**src/hdl/tcw_lin_unit.sv**
```systemverilog
// shared row and column to linear cell index unit
`timescale 1ns / 1ps

module tcw_lin_unit #(
  parameter int ROWS = 25,
  parameter int COLS = 80
) (
  input  logic [$clog2(ROWS)-1:0]      row_i,
  input  logic [$clog2(COLS)-1:0]      col_i,
  output logic [$clog2(ROWS*COLS)-1:0] lin_o
);

  localparam int AW = $clog2(ROWS * COLS);
  localparam logic [AW-1:0] COLS_A = AW'(COLS);

  // row times line length plus column
  assign lin_o = AW'(row_i) * COLS_A + AW'(col_i);

endmodule

```
**config.mk**
```make
export PLATFORM = sky130hd
export DESIGN_NAME = tcw_lin_unit
export DESIGN_NICKNAME = d
export VERILOG_FILES = /design/src/hdl/tcw_lin_unit.sv
export SDC_FILE = /design/constraint.sdc
export NUM_CORES = 1
export LEC_CHECK = 0
export BUFFER_PORTS_ARGS = -buffer_cell sky130_fd_sc_hd__clkbuf_2
export CORE_AREA = 2 2 39 41
export DETAILED_ROUTE_END_ITERATION = 6
export DIE_AREA = 0 0 41 43
export SYNTH_ARGS = -nofsm -noshare
export SYNTH_HDL_FRONTEND = slang
export SYNTH_SLANG_ARGS = --single-unit
```
**constraint.sdc**
```tcl
create_clock -name vclk -period 1.9
set_input_delay 0.285 -clock vclk [all_inputs]
set_output_delay 0.285 -clock vclk [all_outputs]
set_load 0.02 [all_outputs]
```
==> impl_metrics.yaml, run 1 <==
synth:
  synth.avg_cell_area_sq_um: 9.48
  synth_nets: 54
  synth_cell_types: 10
  yosysSeqAreaShare: 0
  synth.most_common_cell: "ha_1"
  yosysTopAreaCell: "ha_1"
  synthTopCellsByCount: "ha_1, buf_4, xnor2_1"
  synth_area_sq_um: 294
  yosysWarningCount: 0
  netlist_instances: 31
  post_synth_main_area_contributors: "ha_1, fa_1, xnor2_1"
  yosys.area.top_type_share: 0.383
power_and_ir_drop:
  share_comb_of_total_power: 1.000
  swShare: 0.463
  p_switching_mw: 0.142
  powerDensity_nw_per_um2: 517
  vdd_drop_max_mv: 0.212
  p_leak_nw: 0.291
  p_int_mw: 0.165
  p_clk_frac: 0
  seqPwrFrac: 0
final_layout:
  layout-drive-gt1-share: 0.745
  seq_cells: 0
  area_growth_pct: 102
  utilization: 0.429
  fillers: 136
  diodes: 0
  nClkBuffers: 0
  fin_nets: 76
  seq_area_sq_um: 0
flow_run:
  max_cap_viol_count: 0
floorplanning:
  die_h_um: 43
  initial_core_util: 0.212
  die_area_sq_um: 1760
  coreArea_sq_um: 1380
  rows: 14
  fp.dieW_um: 41
  pin_count: 23
timing:
  fin_crit_ps: 2240
  finalWorstSetupSlack_ps: -341
  hold_violations: 0
  worstMarginPinSlew_ps: 263
  finalCritPeriodShare: 1.18
  rsz0062_at_grt: "yes"
  slew_violations: 0
  clock.fmax_mhz: 446
  setup_viol: 3
  relSlewSlack: 0.824
clock_network:
  cts_hold_buf: 0
grt:
  met2_usage: 0.122
  grt_pass1_wl_um: 855
  busiest_layer: "met2"
  grt_max_degree: 5
  grt_util_met3: 0.00524
  antenna_found_initial: 0
  grt_usage: 0.0671
  grt_pass1_vias: 227
  met1_usage: 0.0863
  overflow: 0
run_status:
  violations: "setup timing"
  status: "finished, violations left"
routing:
  routed_wl_um: 684
  antenna_left: 0
  vias_per_cell: 4.28
  route.detailed.wl_per_inst_um: 10.2
  drt-pass1-iter-count: 2
  drt_iter0_drc: 2
  vias: 287
  drc_errors: 0
placement:
  post-dp-hpwl_um: 568
  place.gp.congestion: 0.705
  dpl_worst_slack_ps: -422
  io_buffers: 15
setup_path:
  critPathMaxFanout: 2
  slowest_delay_ps: 550
  critPathBufInv: 2
  path_class: "in2out"
  cp_slowest_cell: "fa_2"
  cp.arrival_ps: 1960
  setup.worst_path.start_class: "primary input"
  end_kind: "output port"
  crit_required_ps: 1620
  cp_cell_sequence: "buf_8 -> ha_4 -> ha_4 -> fa_2 -> nand4_1 -> xnor2_2 -> xnor2_2 -> clkbuf_8"
  crit_family: "adder cells"
min_path:
  hold_class: "in2out"
==> path summary, 6_finish.rpt <==
path                  startpoint   endpoint  slack, ps  cells past startpoint
worst max-delay path    row_i[3]  lin_o[10]       -340                      8
worst min-delay path    col_i[2]   lin_o[2]        570                      0
==> placed cells by master (no fill, tap or decap), drive strengths merged <==
cell type / netlist / layout
nor2: 1 / 1
xnor2: 4 / 4
nand4: 1 / 1
a21oi: 2 / 2
xor2: 3 / 3
ha: 9 / 9
fa: 2 / 2
buf: 4 / 16
nand2: 2 / 2
a21o: 3 / 3
clkbuf: 0 / 8
==> power by group through the flow <==
stage                     Clock [mW]  Combinational (mW)  Sequential (mW)
after floorplan                    0               0.157                0
after global placement             0               0.220                0
after detailed placement           0               0.224                0
after CTS                          0               0.246                0
after global routing               0               0.332                0
final                              0               0.307                0
==> cells by family (layout without fill, tap and decap cells) <==
kind of cell,after synthesis,in the layout,share of synthesized area
fa+ha+maj,11,11,0.519
buf+inv,4,24,0.102
compound gates,5,5,0.111
xor+xnor,7,7,0.209
simple gates,4,4,0.0596
==> layer usage <==
layer	wire length, um	vias to the layer above
met5	0	-
met4	0	0
met3	29	0
met2	391	5
met1	263	138
li1	-	144
==> cell type report <==
type / instances / area (sq um) / share of cell area
multi-input combinational: 27 / 388 / 0.654
timing repair buffer: 24 / 185 / 0.312
tap: 16 / 20.0 / 0.0338
==> per-stage QoR <==
stage          TNS [ps]  cell area (sq um)  hold slack (ps)  power, mW  instances
2_1_floorplan      -354                339              659      0.157         31
3_3_place_gp       -911                457              570      0.220         65
3_5_place_dp       -954                457              570      0.224         65
4_1_cts            -880                490              570      0.246         65
5_1_grt            -962                593              570      0.332         67
6_report           -780                593              570      0.307         67
==> what timing repair did <==
action                                  in CTS  in global routing
setup buffers                                0                  2
endpoints found under the setup margin       4                  5
gates resized for setup                      7                 23
pin swaps                                    6                  8
Power figures use the tool's default switching activity.
==> run 2: changes to the inputs <==
- clock period: 1.9 -> 2.8 ns (I/O delays scaled with it)
==> run 2 against run 1 <==
  * The run now ends clean
  * Utilization shrank 16 points
  * Count of clock-buffer cells in the layout is the same
  * Critical path depth grew 1
  * Global-route usage grew 0.30 points
  * Highest routed layer unchanged
==> impl_metrics.yaml, run 2 (synthesis gave the netlist of run 1 again) <==
routing:
  drc_errors: 0
  drt_iter0_drc: 0
  antenna_left: 0
  vias: 239
  routed_wl_um: 531
  vias_per_cell: 4.05
  route.detailed.wl_per_inst_um: 9.00
  drt-pass1-iter-count: 1
power_and_ir_drop:
  finalPower_mw: 0.128
  powerDensity_nw_per_um2: 341
  p_leak_nw: 0.217
  vdd_drop_max_mv: 0.144
final_layout:
  layout-drive-gt1-share: 0.395
  seq_area_sq_um: 0
  area_growth_pct: 27.2
  fin_nets: 68
  final_common_cell: "clkbuf_2"
  diodes: 0
  multiInputGateArea_sq_um: 272
  utilization: 0.270
  final_cell_mix: "clkbuf_2, ha_1, xnor2_1"
  nClkBuffers: 0
  fillers: 163
  seq_cells: 0
floorplanning:
  die_h_um: 43
  pin_count: 23
  coreArea_sq_um: 1380
  rows: 14
  fp.dieW_um: 41
  initial_core_util: 0.212
  die_area_sq_um: 1760
setup_path:
  slowest_delay_ps: 400
  critPathBufInv: 2
  end_kind: "output port"
  crit_required_ps: 2380
  cp_slowest_cell: "fa_1"
  critPathMaxFanout: 3
  path_class: "in2out"
  cp_cell_sequence: "clkbuf_2 -> ha_1 -> ha_1 -> fa_1 -> xor2_2 -> nand4_1 -> xnor2_1 -> xnor2_1 -> clkbuf_2"
  cp.arrival_ps: 2250
  setup.worst_path.start_class: "primary input"
  crit_family: "adder cells"
grt:
  grt_max_degree: 5
  overflow: 0
  grt_usage: 0.0701
  antenna_found_initial: 0
  grt_pass1_vias: 239
  grt_pass1_wl_um: 924
timing:
  setup_viol: 0
  tns_ps: 0
  hold_violations: 0
  slew_violations: 0
  relSlewSlack: 0.852
  rsz0062_at_grt: "no"
  clock.fmax_mhz: 374
  finalCritPeriodShare: 0.955
  worstMarginPinSlew_ps: 222
  fin_crit_ps: 2670
  holdWs_ps: 840
  finalWorstSetupSlack_ps: 125
placement:
  io_buffers: 15
  dpl_worst_slack_ps: 98.7
  post-dp-hpwl_um: 480
  place.gp.congestion: 0.684
min_path:
  hold_class: "in2out"
flow_run:
  max_cap_viol_count: 0
run_status:
  status: "completed"
clock_network:
  cts_hold_buf: 0
==> run 2: cell types whose count changed in the layout (fill, tap and decap cells not counted), moves of 2 or more <==
cell | previous run | this run
buf_6 | 3 | 0
clkbuf_2 | 7 | 15
ha_4 | 5 | 0
ha_1 | 4 | 9
fa_2 | 2 | 0
buf_4 | 11 | 1
xnor2_2 | 3 | 0
xnor2_1 | 1 | 4
fa_1 | 0 | 2
==> run 2: timing repair <==
action | CTS | global route
setup buffers | 0 | 0
setup endpoints to repair | 0 | 1
gates resized for setup | 0 | 1
==> run 2: layer usage <==
metal,vias up,part of all wire,track usage
met3,0,0.11,0
li1,129,-,-
met2,8,0.51,0.119
met4,0,0,0
met1,102,0.39,0.102
met5,-,0,0
==> run 2: area by class of cell <==
| type | instances | share of cell area |
|---|---|---|
| Tap cell | 16 | 0.0535 |
| Multi-Input combinational cell | 27 | 0.726 |
| Timing Repair Buffer | 16 | 0.221 |
==> run 2: power by group <==
group / internal, mW / switching [mW] / total, mW
registers: 0 / 0 / 0
logic: 0.0538 / 0.0739 / 0.128
clock network: 0 / 0 / 0
total: 0.0538 / 0.0739 / 0.128
==> run 2: worst paths after layout <==
kind	startpoint	end	slack, ps	depth (start not counted)
worst min-delay path	col_i[2]	lin_o[2]	840	0
worst max-delay path	row_i[1]	lin_o[10]	130	9
==> run 2: through the flow <==
stage               instances  instance area (sq um)
floorplan                  31                    294
global placement           59                    367
detailed placement         59                    367
CTS                        59                    367
global route               59                    374
finish                     59                    374
==> run 3: changes to the inputs <==
- clock period: 2.8 -> 3.2 ns (I/O delays scaled with it)
==> run 3 against run 2 <==
  * Wire length shrank 1.9%
  * Largest cell class unchanged
  * Utilization fell by 1.1 points
  * Worst hold slack improved by 120 ps
  * Combinational power is 16% lower
  * Largest power group unchanged
  * Die area unchanged
  * First-iteration DRC count did not move
  * Power fell by 16%
  * Sequential cell count unchanged
==> impl_metrics.yaml, run 3 (synthesis gave the netlist of run 1 again) <==
run_status:
  status: "completed"
routing:
  vias: 245
  drt_iter0_drc: 0
  antenna_left: 0
  drt-pass1-iter-count: 1
  drc_errors: 0
  routed_wl_um: 521
  route.detailed.wl_per_inst_um: 8.98
  vias_per_cell: 4.22
power_and_ir_drop:
  finalPower_mw: 0.107
  p_leak_nw: 0.211
  vdd_drop_max_mv: 0.0999
  powerDensity_nw_per_um2: 298
flow_run:
  max_cap_viol_count: 0
final_layout:
  layoutNonFillerInstCount: 58
  layout-drive-gt1-share: 0.357
  seq_cells: 0
  final_cell_mix: "clkbuf_2, ha_1, xnor2_1"
  nClkBuffers: 0
  fin_nets: 67
  final_common_cell: "clkbuf_2"
  utilization: 0.259
  diodes: 0
  area_growth_pct: 22.1
  seq_area_sq_um: 0
placement:
  io_buffers: 15
  place_inst: 58
  place.gp.congestion: 0.701
  dpl_worst_slack_ps: 330
  post-dp-hpwl_um: 491
grt:
  grt_pass1_wl_um: 814
  grt_pass1_vias: 219
  grt_max_degree: 5
  grt_usage: 0.0620
  overflow: 0
  antenna_found_initial: 0
floorplanning:
  rows: 14
  fp.dieW_um: 41
  die_area_sq_um: 1760
  die_h_um: 43
  coreArea_sq_um: 1380
  initial_core_util: 0.212
  pin_count: 23
setup_path:
  crit_required_ps: 2720
  critPathMaxFanout: 3
  end_kind: "output port"
  cp.arrival_ps: 2370
  setup.worst_path.start_class: "primary input"
  path_class: "in2out"
timing:
  worstMarginPinSlew_ps: 206
  setup_viol: 0
  rsz0062_at_grt: "no"
  finalWorstSetupSlack_ps: 346
  finalCritPeriodShare: 0.892
  relSlewSlack: 0.862
  fin_crit_ps: 2850
  hold_violations: 0
  slew_violations: 0
  tns_ps: 0
  clock.fmax_mhz: 350
clock_network:
  cts_setup_buffers: 0
  cts_hold_buf: 0
  postCtsResizedCells: 0
min_path:
  hold_class: "in2out"
[run 3: changes by cell type in the layout (fill, tap and decap cells not counted), sizes merged]
cell / delta
buf: -1
[run 3: path summary, 6_finish.rpt]
path                      from         to  slack (ps)  depth (start not counted)
worst max-delay path  row_i[1]  lin_o[10]         350                          9
worst min-delay path  col_i[2]   lin_o[2]         960                          0
[run 3: cell type report]
cell class	count	area [sq um]
well taps	16	20.0
fillers	159	1020
multi-input cells	27	264
repair buffers	15	75.1
[run 3: metrics by stage]
stage          hold WS, ps  area (sq um)
2_1_floorplan         1070           294
3_3_place_gp           960           359
3_5_place_dp           960           359
4_1_cts                960           359
5_1_grt                960           359
6_report               960           359
[run 3: critical path, stage by stage]
cell and delay (ps):
clkbuf_2 110, ha_1 300, ha_1 230, fa_1 380, xor2_1 210, nand4_1 140, xnor2_1 210, xnor2_1 140
clkbuf_2 180
[run 3: layer usage]
layer | up-vias | wire length [um] | share of wire | track usage
li1 | 128 | - | - | -
met1 | 109 | 227 | 0.44 | 0.0889
met2 | 8 | 260 | 0.50 | 0.106
met3 | 0 | 34 | 0.065 | 0
met4 | 0 | 0 | 0 | 0
met5 | - | 0 | 0 | 0
[run 3: power breakdown]
group | total [mW] | internal [mW] | switching [mW]
clock network | 0 | 0 | 0
registers | 0 | 0 | 0
logic | 0.107 | 0.0434 | 0.0638
total | 0.107 | 0.0434 | 0.0638
